==> src/sfe_pkg.sv <==
// Shared types, symbols and helper functions of the serial frame encoder.
`timescale 1ns / 1ps

package sfe_pkg;

  // Link symbols.
  localparam logic [7:0] SYM_STX = 8'h02;
  localparam logic [7:0] SYM_ETX = 8'h03;
  localparam logic [7:0] SYM_DLE = 8'h10;
  localparam logic [7:0] ESC_BIT = 8'h80;
  localparam logic [7:0] HDR_MARK = 8'h04;

  // Largest payload a frame may announce; longer lengths saturate.
  localparam logic [4:0] MAX_PAYLOAD = 5'd31;

  // Default depth of the queue between the front and back parts.
  localparam int QUEUE_DEPTH = 2;

  // One classified request, as handed from the front to the back.
  typedef struct packed {
    logic       is_start;
    logic [7:0] hdr_hi;
    logic [7:0] hdr_lo;
    logic       has_data;
    logic [7:0] data;
    logic       do_close;
    logic [7:0] check;
  } cmd_t;

  // Output sequencer phases.
  typedef enum logic [7:0] {
    PH_STX      = 8'b0000_0001,
    PH_HDR1     = 8'b0000_0010,
    PH_HDR2     = 8'b0000_0100,
    PH_DATA     = 8'b0000_1000,
    PH_DATA_ESC = 8'b0001_0000,
    PH_CHK      = 8'b0010_0000,
    PH_CHK_ESC  = 8'b0100_0000,
    PH_ETX      = 8'b1000_0000
  } phase_t;

  // Folds the running 13-bit sum into one byte with end-around carry.
  function automatic logic [7:0] fold_sum(input logic [12:0] s);
    logic [8:0] t;
    logic [8:0] u;
    t = {1'b0, s[7:0]} + {4'b0, s[12:8]};
    u = {1'b0, t[7:0]} + {8'b0, t[8]};
    return u[7:0];
  endfunction

  // True for bytes that must be sent as an escape pair.
  function automatic logic needs_esc(input logic [7:0] b);
    return (b == SYM_STX) || (b == SYM_ETX) || (b == SYM_DLE);
  endfunction

endpackage

==> src/sfe_front.sv <==
// Front part: accepts requests, tracks the open frame and classifies work.
`timescale 1ns / 1ps

module sfe_front (
  input  logic             clk,
  input  logic             rst,
  input  logic             in_valid,
  input  logic             q_full,
  input  logic             start_frame,
  input  logic [4:0]       module_id,
  input  logic [4:0]       payload_len,
  input  logic [7:0]       data_byte,
  output logic             push,
  output sfe_pkg::cmd_t    cmd
);

  logic        frame_open;
  logic [4:0]  bytes_left;
  logic [12:0] check_sum;

  logic        accept;
  logic [4:0]  len_sat;
  logic [12:0] sum_base;
  logic [12:0] sum_new;
  logic [4:0]  left_base;
  logic [4:0]  left_new;
  logic        has_data;
  logic        close;

  assign accept = in_valid && !q_full;

  // Classify the request against the current frame state.
  always_comb begin
    len_sat = (payload_len > sfe_pkg::MAX_PAYLOAD) ? sfe_pkg::MAX_PAYLOAD : payload_len;
    if (start_frame) begin
      sum_base  = {8'b0, module_id};
      left_base = len_sat;
    end else begin
      sum_base  = check_sum;
      left_base = bytes_left;
    end
    has_data = (left_base != 5'd0);
    sum_new  = has_data ? (sum_base + {5'b0, data_byte}) : sum_base;
    left_new = has_data ? (left_base - 5'd1) : left_base;
    close    = !has_data || (left_new == 5'd0);
  end

  // Build the request for the back part.
  always_comb begin
    push         = accept && (start_frame || frame_open);
    cmd.is_start = start_frame;
    cmd.hdr_hi   = {6'b0, module_id[4:3]} | sfe_pkg::HDR_MARK;
    cmd.hdr_lo   = {module_id[2:0], len_sat};
    cmd.has_data = has_data;
    cmd.data     = data_byte;
    cmd.do_close = close;
    cmd.check    = sfe_pkg::fold_sum(sum_new);
  end

  // Frame state; payload without an open frame leaves it untouched.
  always_ff @(posedge clk) begin
    if (rst) begin
      frame_open <= 1'b0;
      bytes_left <= 5'd0;
      check_sum  <= 13'd0;
    end else if (push) begin
      frame_open <= !close;
      bytes_left <= close ? 5'd0 : left_new;
      check_sum  <= sum_new;
    end
  end

endmodule

==> src/sfe_queue.sv <==
// Small request queue between the front and back parts.
`timescale 1ns / 1ps

module sfe_queue #(
  parameter int DEPTH = sfe_pkg::QUEUE_DEPTH
) (
  input  logic          clk,
  input  logic          rst,
  input  logic          push,
  input  sfe_pkg::cmd_t push_cmd,
  input  logic          pop,
  output logic          full,
  output logic          empty,
  output sfe_pkg::cmd_t head
);

  localparam int PW = (DEPTH > 1) ? $clog2(DEPTH) : 1;
  localparam int CW = $clog2(DEPTH + 1);

  sfe_pkg::cmd_t entries [DEPTH];
  logic [PW-1:0] wr_ptr;
  logic [PW-1:0] rd_ptr;
  logic [CW-1:0] count;

  assign full  = (count == CW'(DEPTH));
  assign empty = (count == '0);
  assign head  = entries[rd_ptr];

  // Entry storage.
  always_ff @(posedge clk) begin
    if (push) begin
      entries[wr_ptr] <= push_cmd;
    end
  end

  // Pointers and fill count.
  always_ff @(posedge clk) begin
    if (rst) begin
      wr_ptr <= '0;
      rd_ptr <= '0;
      count  <= '0;
    end else begin
      if (push) begin
        wr_ptr <= (wr_ptr == PW'(DEPTH - 1)) ? '0 : wr_ptr + 1'b1;
      end
      if (pop) begin
        rd_ptr <= (rd_ptr == PW'(DEPTH - 1)) ? '0 : rd_ptr + 1'b1;
      end
      if (push && !pop) begin
        count <= count + 1'b1;
      end else if (pop && !push) begin
        count <= count - 1'b1;
      end
    end
  end

endmodule

==> src/sfe_back.sv <==
// Back part: expands each request into link bytes through an output register.
`timescale 1ns / 1ps

module sfe_back (
  input  logic          clk,
  input  logic          rst,
  input  logic          q_empty,
  input  sfe_pkg::cmd_t q_head,
  output logic          pop,
  output logic          out_valid,
  input  logic          out_stall,
  output logic [7:0]    out_byte,
  output logic          run_last,
  output logic          frame_done
);

  sfe_pkg::cmd_t   cur;
  sfe_pkg::phase_t phase;
  sfe_pkg::phase_t phase_next;
  sfe_pkg::phase_t first_phase;
  logic            cur_valid;

  logic            load_ok;
  logic            fire;
  logic [7:0]      byte_val;
  logic            last;
  logic            done;

  assign load_ok = !out_valid || !out_stall;
  assign fire    = cur_valid && load_ok;
  assign pop     = !q_empty && (!cur_valid || (fire && last));

  // Entry phase of the request at the queue head.
  always_comb begin
    if (q_head.is_start) begin
      first_phase = sfe_pkg::PH_STX;
    end else if (q_head.has_data) begin
      first_phase = sfe_pkg::PH_DATA;
    end else begin
      first_phase = sfe_pkg::PH_CHK;
    end
  end

  // Byte of the current phase and the phase that follows it.
  always_comb begin
    byte_val   = sfe_pkg::SYM_ETX;
    last       = 1'b0;
    done       = 1'b0;
    phase_next = phase;
    case (phase)
      sfe_pkg::PH_STX: begin
        byte_val   = sfe_pkg::SYM_STX;
        phase_next = sfe_pkg::PH_HDR1;
      end
      sfe_pkg::PH_HDR1: begin
        byte_val   = cur.hdr_hi;
        phase_next = sfe_pkg::PH_HDR2;
      end
      sfe_pkg::PH_HDR2: begin
        byte_val = cur.hdr_lo;
        if (cur.has_data) begin
          phase_next = sfe_pkg::PH_DATA;
        end else if (cur.do_close) begin
          phase_next = sfe_pkg::PH_CHK;
        end else begin
          last = 1'b1;
        end
      end
      sfe_pkg::PH_DATA: begin
        if (sfe_pkg::needs_esc(cur.data)) begin
          byte_val   = sfe_pkg::SYM_DLE;
          phase_next = sfe_pkg::PH_DATA_ESC;
        end else begin
          byte_val = cur.data;
          if (cur.do_close) begin
            phase_next = sfe_pkg::PH_CHK;
          end else begin
            last = 1'b1;
          end
        end
      end
      sfe_pkg::PH_DATA_ESC: begin
        byte_val = cur.data | sfe_pkg::ESC_BIT;
        if (cur.do_close) begin
          phase_next = sfe_pkg::PH_CHK;
        end else begin
          last = 1'b1;
        end
      end
      sfe_pkg::PH_CHK: begin
        if (sfe_pkg::needs_esc(cur.check)) begin
          byte_val   = sfe_pkg::SYM_DLE;
          phase_next = sfe_pkg::PH_CHK_ESC;
        end else begin
          byte_val   = cur.check;
          phase_next = sfe_pkg::PH_ETX;
        end
      end
      sfe_pkg::PH_CHK_ESC: begin
        byte_val   = cur.check | sfe_pkg::ESC_BIT;
        phase_next = sfe_pkg::PH_ETX;
      end
      sfe_pkg::PH_ETX: begin
        byte_val = sfe_pkg::SYM_ETX;
        last     = 1'b1;
        done     = 1'b1;
      end
      default: begin
        last = 1'b1;
      end
    endcase
  end

  // Current request and its phase.
  always_ff @(posedge clk) begin
    if (rst) begin
      cur_valid <= 1'b0;
      phase     <= sfe_pkg::PH_STX;
    end else if (pop) begin
      cur_valid <= 1'b1;
      phase     <= first_phase;
    end else if (fire && last) begin
      cur_valid <= 1'b0;
    end else if (fire) begin
      phase <= phase_next;
    end
  end

  always_ff @(posedge clk) begin
    if (pop) begin
      cur <= q_head;
    end
  end

  // Output register; it holds while the receiver stalls.
  always_ff @(posedge clk) begin
    if (rst) begin
      out_valid <= 1'b0;
    end else if (load_ok) begin
      out_valid <= fire;
    end
  end

  always_ff @(posedge clk) begin
    if (fire) begin
      out_byte   <= byte_val;
      run_last   <= last;
      frame_done <= done;
    end
  end

endmodule

==> src/serial_frame_encoder_dle_bcc.sv <==
// Serial telegram framer with byte stuffing and folded sum check.
//
// Input channel (in_valid / in_stall): a request with start_frame set opens
// a frame for module_id with payload_len bytes and carries the first payload
// byte in data_byte; later requests carry one payload byte each. Requests
// without an open frame produce nothing. Output channel (out_valid /
// out_stall): the link bytes of each request on out_byte, with run_last on the
// last byte caused by an input request and frame_done on the closing ETX.
// The front part updates the frame state and classifies each request in the
// cycle it is accepted; requests wait in a small queue (QUEUE_DEPTH deep)
// for the back part, which sends one byte per cycle while the receiver does
// not stall, through an output register. When idle, an accepted request
// passes the queue entry and the current-request and output registers before
// its first byte appears. A request yields one to eight bytes, one per output
// sequencer phase; the single output byte per cycle sets the rate. While the
// receiver stalls, the output register holds and input requests are taken
// until the queue is full. Reset clears the frame state, queue and out_valid.
`timescale 1ns / 1ps

module serial_frame_encoder_dle_bcc #(
  parameter int QUEUE_DEPTH = sfe_pkg::QUEUE_DEPTH
) (
  input  logic       clk,
  input  logic       rst,
  input  logic       in_valid,
  output logic       in_stall,
  input  logic       start_frame,
  input  logic [4:0] module_id,
  input  logic [4:0] payload_len,
  input  logic [7:0] data_byte,
  output logic       out_valid,
  input  logic       out_stall,
  output logic [7:0] out_byte,
  output logic       run_last,
  output logic       frame_done
);

  logic          q_push;
  logic          q_pop;
  logic          q_full;
  logic          q_empty;
  sfe_pkg::cmd_t q_in;
  sfe_pkg::cmd_t q_head;

  assign in_stall = q_full;

  sfe_front u_front (
    .clk         (clk),
    .rst         (rst),
    .in_valid    (in_valid),
    .q_full      (q_full),
    .start_frame (start_frame),
    .module_id   (module_id),
    .payload_len (payload_len),
    .data_byte   (data_byte),
    .push        (q_push),
    .cmd         (q_in)
  );

  sfe_queue #(
    .DEPTH (QUEUE_DEPTH)
  ) u_queue (
    .clk      (clk),
    .rst      (rst),
    .push     (q_push),
    .push_cmd (q_in),
    .pop      (q_pop),
    .full     (q_full),
    .empty    (q_empty),
    .head     (q_head)
  );

  sfe_back u_back (
    .clk        (clk),
    .rst        (rst),
    .q_empty    (q_empty),
    .q_head     (q_head),
    .pop        (q_pop),
    .out_valid  (out_valid),
    .out_stall  (out_stall),
    .out_byte   (out_byte),
    .run_last   (run_last),
    .frame_done (frame_done)
  );

  // The closing ETX always ends the run of its request.
  a_etx_is_last: assert property (@(posedge clk) disable iff (rst)
    out_valid && frame_done |-> run_last)
    else $error("frame end without run end");

  // Bytes of one request leave back to back once the receiver takes them.
  a_run_unbroken: assert property (@(posedge clk) disable iff (rst)
    out_valid && !out_stall && !run_last |=> out_valid)
    else $error("gap inside a request's byte run");

  // The queue cannot be full and empty at once.
  a_queue_count: assert property (@(posedge clk) disable iff (rst)
    !(q_full && q_empty))
    else $error("queue count out of range");

  // Nothing is popped from an empty queue.
  a_pop_nonempty: assert property (@(posedge clk) disable iff (rst)
    q_pop |-> !q_empty)
    else $error("pop from empty queue");

endmodule
==> config.mk <==
export PLATFORM = sky130hd
export DESIGN_NAME = serial_frame_encoder_dle_bcc
export DESIGN_NICKNAME = d
export VERILOG_FILES = /design/src/sfe_pkg.sv /design/src/sfe_front.sv /design/src/sfe_queue.sv /design/src/sfe_back.sv /design/src/serial_frame_encoder_dle_bcc.sv
export SDC_FILE = /design/constraint.sdc
export NUM_CORES = 1
export LEC_CHECK = 0
export ABC_AREA = 1
export ABC_CLOCK_PERIOD_IN_PS = 6500
export BUFFER_PORTS_ARGS = -buffer_cell sky130_fd_sc_hd__buf_2
export CAP_MARGIN = 15
export CORE_ASPECT_RATIO = 1.25
export CORE_MARGIN = 10
export CORE_UTILIZATION = 35
export DETAILED_ROUTE_END_ITERATION = 10
export GPL_TIMING_DRIVEN = 0
export PLACE_DENSITY = 0.51
export RECOVER_POWER = 100
export SYNTH_ARGS = -nofsm -noshare
export SYNTH_HDL_FRONTEND = slang
export SYNTH_HIERARCHICAL = 1
export SYNTH_SLANG_ARGS = --single-unit
==> constraint.sdc <==
create_clock -name clk -period 6.5 [get_ports clk]
set_input_delay 0.65 -clock clk [delete_from_list [all_inputs] [get_ports clk]]
set_output_delay 0.65 -clock clk [all_outputs]
set_load 0.02 [all_outputs]
==> results of run 1 <==
## kinds of logic after synthesis
kind of cell	after synthesis	synth area share [%]
and+or+nand+nor	278	18.6
DFF	148	54.2
buffers and inverters	142	9.04
AOI/OAI and AO/OA	84	6.59
muxes	37	6.95
adders and majority gates	18	3.17
xor gates and xnor gates	12	1.39
other	2	0.0991
## flip-flops by register name, summed over array words and instances, names as in the netlist, named ones only
register            cells
u_queue/entries        70
u_back/cur             34
u_front/check_sum      13
u_back/out_byte         8
u_back/phase            8
u_front/bytes_left      5
u_queue/count           2
u_back/cur_valid        1
u_back/frame_done       1
u_back/out_valid        1
u_back/run_last         1
u_front/frame_open      1
u_queue/rd_ptr          1
u_queue/wr_ptr          1
## per-layer routing
layer	track usage, %	up-vias	wire [µm]
met2	21.0	72	8290
met1	13.6	2257	6900
met5	0	-	0
met4	4.93	0	315
li1	-	2502	-
met3	2.58	24	473
## power by group
group	switching (mW)	internal [mW]
clock	0.369	0.621
sequential	0.0895	1.33
combinational	0.585	0.263
total	1.04	2.21
## final timing paths
kind	startpoint	to	slack (ps)
setup reg to reg	u_front/check_sum[0]	u_queue/entries[1][7]	1290
hold / removal	start_frame	u_queue/entries[1][34]	440
setup / recovery	start_frame	u_queue/entries[1][7]	780
hold reg to reg	u_front/bytes_left[3]	u_front/bytes_left[3]	460
## Yosys cell counts, types with 5 or more instances
master and number:
a21oi_1 29, a221oi_1 6, buf_4 22, clkbuf_1 10, dfxtp_1 34, edfxtp_1 114
ha_1 16, inv_1 87, inv_2 14, mux2_2 5, mux2_4 30, nand2_1 121
nand2_2 15, nand2_4 10, nand3_1 32, nand3_2 11, nand4_1 8, nor2_1 54
nor2_2 6, nor2_4 5, nor3_1 5, o211ai_1 7, o21ai_0 29, xor2_1 8
## area by class of cell
class | count | area, µm² | share of cell area [%]
Clock buffer | 22 | 464 | 5.51
Sequential cell | 148 | 4100 | 48.7
Inverter | 103 | 389 | 4.62
Tap cell | 279 | 349 | 4.15
Clock inverter | 10 | 133 | 1.58
Multi-Input combinational cell | 435 | 2620 | 31.1
Timing Repair Buffer | 34 | 131 | 1.56
Buffer | 39 | 233 | 2.76
## through the flow
step                worst slack (ps)  std cells  instance area [µm²]  power (mW)  hold WS, ps
floorplan                       1450        725                 7590        2.15          445
global placement                 201       1037                 8100        2.41          454
detailed placement               252       1038                 8130        2.42          455
CTS                              706       1070                 8730        3.42          397
global route                     118       1070                 8420        3.47          425
finish                           778       1070                 8420        3.26          443
## critical path: cells and delay by family
family,cells,cell delay (ps)
fa+ha+maj,4,1220
simple gates,19,2270
buf+inv,6,950
compound gates,4,800
==> out/metrics.csv, run 1 <==
metric,value,unit
worstPathArrival,5890,ps
rows,60,
postRouteAntennaNets,0,
hold_viol_final,0,
synth_seq_cells,148,
antenna_found_initial,0,
htreeDepth,4,
failed_checks,"max-capacitance violations, max-slew violations",
cts.repair.resized,0,
final_common_cell,nand2_1,
finalSetupViolCount,0,
numCtsBuffers,17,
power.density,387,nW/µm²
vdd_drop_max,179,µV
leakage,3.45,nW
yosysTopAreaCell,edfxtp_1,
critPathKind,in2reg,
place_hpwl,12100,µm
vias,4855,
fillers,2165,
dieArea,28000,µm²
post_cts_buffers,0,
grt_util_all_layers,11.9,%
synth_top_area_share,45.2,%
clk_pin_slew,60,ps
finalCritPeriodShare,88.0,%
synth_async_sr_flop_share,0,%
rsz0062_at_grt,no,
wl,16000,µm
areaGrowthSynthToFinish,11.1,%
worst_hold_path_type,in2reg,
drtPass1Iterations,4,
synth.yosys.warnings,6,
gp_congestion,0.814,
synth_area_leaders,"edfxtp_1, dfxtp_1, nand2_1",
worstSetupEndpointType,flop,
start_util,35.4,%
cts-hold-fix-buffers,0,
drc,0,
syn_avg_cell_area,10.5,µm²
cts.sinks,148,
cts.path.max_buffers,2,
num_antenna_cells,0,
cts_root_buf,clkbuf_16,
grt_pass1_vias,4862,
slowest_delay,490,ps
io_buffers,33,
grt_pass1_wl,25400,µm
synth_area,7570,µm²
crit_path_start_kind,input pin,
wl_per_cell,14.9,µm
routed_via_density,4.54,
grt_max_degree,38,
drive_gt1_share,14.8,%
clock_latency,420,ps
grt_remaining_overflow,0,
synth_cell_type_count,47,
post-route-util,39.4,%
fp.dieH,184,µm
core-area,21400,µm²
cp_max_fo,10,
whs_path_depth,1,
r2r_cells,31,
status,finished with violations,
cts_tree,built,
initialDrtViolationCount,224,
fmax,175,MHz
cpMostUsedCell,nand2_1,
nets,819,
cap_violations,2,
final_cell_mix,"nand2_1, edfxtp_1, inv_1",
synth-edff-count,114,
timing.slew.headroom,-17.5,%
fin_worst_skew,6.10,ps
netlist_instances,721,
finalWorstPathRequiredPeriod,5720,ps
slowest_stage,clkbuf_1,
drv_slew,31,
synthFlopType,edfxtp_1,
worst_slew_pin_slew,1760,ps
die_x,152,µm
cp_data_required_time,6670,ps
ys_seq_area_share,54.2,%
io_pins,35,
fin_tns_setup,0,ps
Note: power is estimated with default switching activity, not from simulation.
==> run 2, diff against run 1 <==
CELL_PAD_IN_SITES_DETAIL_PLACEMENT = 1   (was not set)
CELL_PAD_IN_SITES_GLOBAL_PLACEMENT = 2   (was not set)
CORE_UTILIZATION = 41   (was 35)
PLACE_DENSITY = 0.81   (was 0.51)
==> run 2 against run 1 <==
  * Wire length grew 14%
  * Core utilization grew 6.3 points
  * The run still ends with max-capacitance violations, max-slew violations left
  * Largest cell class unchanged
  * Setup slack lost 100 ps
  * First-iteration DRC count shrank 24%
  * Non-clock buffer count grew 1
  * Register-to-register slack lost 130 ps
  * Via count grew 5.2%
  * Largest power group unchanged
  * Global-route usage grew 3.3 points
  * Count of clock-buffer cells in the layout shrank 5
  * Die area shrank 13%
  * Cell count shrank 4.7%
==> out/metrics.csv, run 2 (synthesis gave the netlist of run 1 again) <==
metric,value,unit,change
reg2reg_setup_slack,1160,ps,-130 ps
whs_path_depth,1,,unchanged
antenna_found_initial,0,,unchanged
die_x,142,µm,-6.6%
fin_area,8300,µm²,-1.4%
drtPass1Iterations,4,,unchanged
io_pins,35,,unchanged
final_common_cell,nand2_1,,
drive_gt1_share,14.4,%,-0.40 points
dieArea,24300,µm²,-13%
cts.path.max_buffers,2,,unchanged
r2r-end,u_queue/entries[1][6],,
cts_tree,built,,
wl,18200,µm,+14%
fmax,172,MHz,-1.7%
largest-register,u_queue/entries,,
slowest_delay,460,ps,-30 ps
top_regs,"u_queue/entries (70), u_back/cur (34), u_front/check_sum (13)",,
timing.slew.headroom,-13.2,%,+4.3 points
vdd_drop_max,192,µV,+7.0%
grt_util_all_layers,15.2,%,+3.3 points
fp.dieH,172,µm,-6.8%
critPathKind,in2reg,,
num_antenna_cells,0,,unchanged
post-route-util,45.7,%,+6.3 points
postPlaceCellArea,8100,µm²,-0.45%
routed_via_density,5.01,,+10%
cpMostUsedCell,nand2_1,,
worstHoldEndpoint,u_queue/entries[1][34],,
cts.sinks,148,,unchanged
status,finished with violations,,
r2r_cells,30,,-3.2%
cts_root_buf,clkbuf_16,,
grt_remaining_overflow,0,,unchanged
areaGrowthSynthToFinish,9.60,%,
post_cts_buffers,0,,unchanged
leakage,3.42,nW,-1.1%
vias,5108,,+5.2%
rr_startpoint,u_front/check_sum[0],,
fin_worst_skew,9.31,ps,+3.21 ps
worstSetupEndpointType,flop,,
cts-hold-fix-buffers,0,,unchanged
placed_cells,988,,-4.8%
fillers,2067,,-4.5%
postRouteAntennaNets,0,,unchanged
finalCritPeriodShare,89.6,%,+1.5 points
failed_checks,"max-capacitance violations, max-slew violations",,
total_power,3.24,mW,-0.41%
drv_slew,31,,unchanged
worstPathArrival,5990,ps,+100 ps
io_buffers,33,,unchanged
grt_max_degree,38,,unchanged
clk_pin_slew,60,ps,about the same
worst_hold_path_type,in2reg,,
gp_congestion,0.854,,+5.0%
worst_slew_pin_slew,1700,ps,-64.0 ps
initialDrtViolationCount,171,,-24%
cp_data_required_time,6670,ps,about the same
rows,55,,-8.3%
slowest_stage,clkbuf_1,,
rsz0062_at_grt,no,,
grt_pass1_wl,28900,µm,+14%
wl_per_cell,17.8,µm,+19%
cts.repair.resized,0,,unchanged
fin_tns_setup,0,ps,unchanged
place_hpwl,14100,µm,+17%
power.density,391,nW/µm²,+1.0%
htreeDepth,4,,unchanged
cap_violations,1,,-1
grt_pass1_vias,5625,,+16%
largest_reg_flops,70,,unchanged
clock_latency,430,ps,about the same
hold_viol_final,0,,unchanged
crit_path_start_kind,input pin,,
cp_max_fo,10,,unchanged
core-area,18200,µm²,-15%
finalWorstPathRequiredPeriod,5820,ps,+99.7 ps
start_util,41.7,%,+6.3 points
min-delay-start,start_frame,,
nets,820,,+0.12%
drc,0,,unchanged
numCtsBuffers,17,,unchanged
final_cell_mix,"nand2_1, edfxtp_1, inv_1",,
stdcell_count,1020,,-4.7%
finalSetupViolCount,0,,unchanged
[run 2: cell types whose count changed in the layout (fill, tap and decap cells not counted), sizes merged]
cell / previous run / this run
bufinv: 3 / 1
inv: 101 / 107
clkinv: 7 / 4
clkinvlp: 2 / 6
clkbuf: 85 / 81
[run 2: where the power goes]
| group | leakage (nW) | internal [mW] | switching (mW) |
|---|---|---|---|
| logic | 1.81 | 0.261 | 0.612 |
| clock network | 0.263 | 0.535 | 0.412 |
| registers | 1.34 | 1.33 | 0.0954 |
| total | 3.42 | 2.12 | 1.12 |
[run 2: through the flow]
stage / hold WS, ps / worst slack (ps)
floorplan: 445 / 1450
global route: 447 / 49.6
CTS: 389 / 679
detailed placement: 458 / 256
global placement: 451 / 382
finish: 459 / 678
[run 2: routing by layer]
metal	global-route usage (%)	vias to the layer above	routed length [µm]
met4	6.45	0	371
met2	29.4	79	9990
met5	0	-	0
met1	14.9	2495	7230
met3	3.84	26	600
li1	-	2508	-
[run 2: critical path: cells and delay by family]
family	cells	cell delay (ps)
AO/OA/AOI/OAI	4	770
adder cells (fa/ha/maj)	5	1440
AND/OR/NAND/NOR	17	2190
buffers and inverters	6	950
[run 2: worst max path at each step]
stage	startpoint	end	cells past startpoint
6_report	start_frame	u_queue/entries[1][6]	32
5_1_grt	start_frame	u_queue/entries[1][7]	33
4_1_cts	start_frame	u_queue/entries[0][7]	33
3_5_place_dp	start_frame	u_queue/entries[0][7]	33
3_3_place_gp	start_frame	u_queue/entries[0][7]	33
2_1_floorplan	start_frame	u_queue/entries[0][7]	33
[run 2: area by class of cell]
cell class              count  area (µm²)  share of cell area (%)
clock inverters            15         146                    1.76
flip-flops and latches    148        4100                    49.4
multi-input cells         435        2600                    31.3
plain buffers              39         218                    2.62
inverters                 103         389                    4.69
well taps                 228         285                    3.44
clock buffers              17         425                    5.12
repair buffers             35         135                    1.63
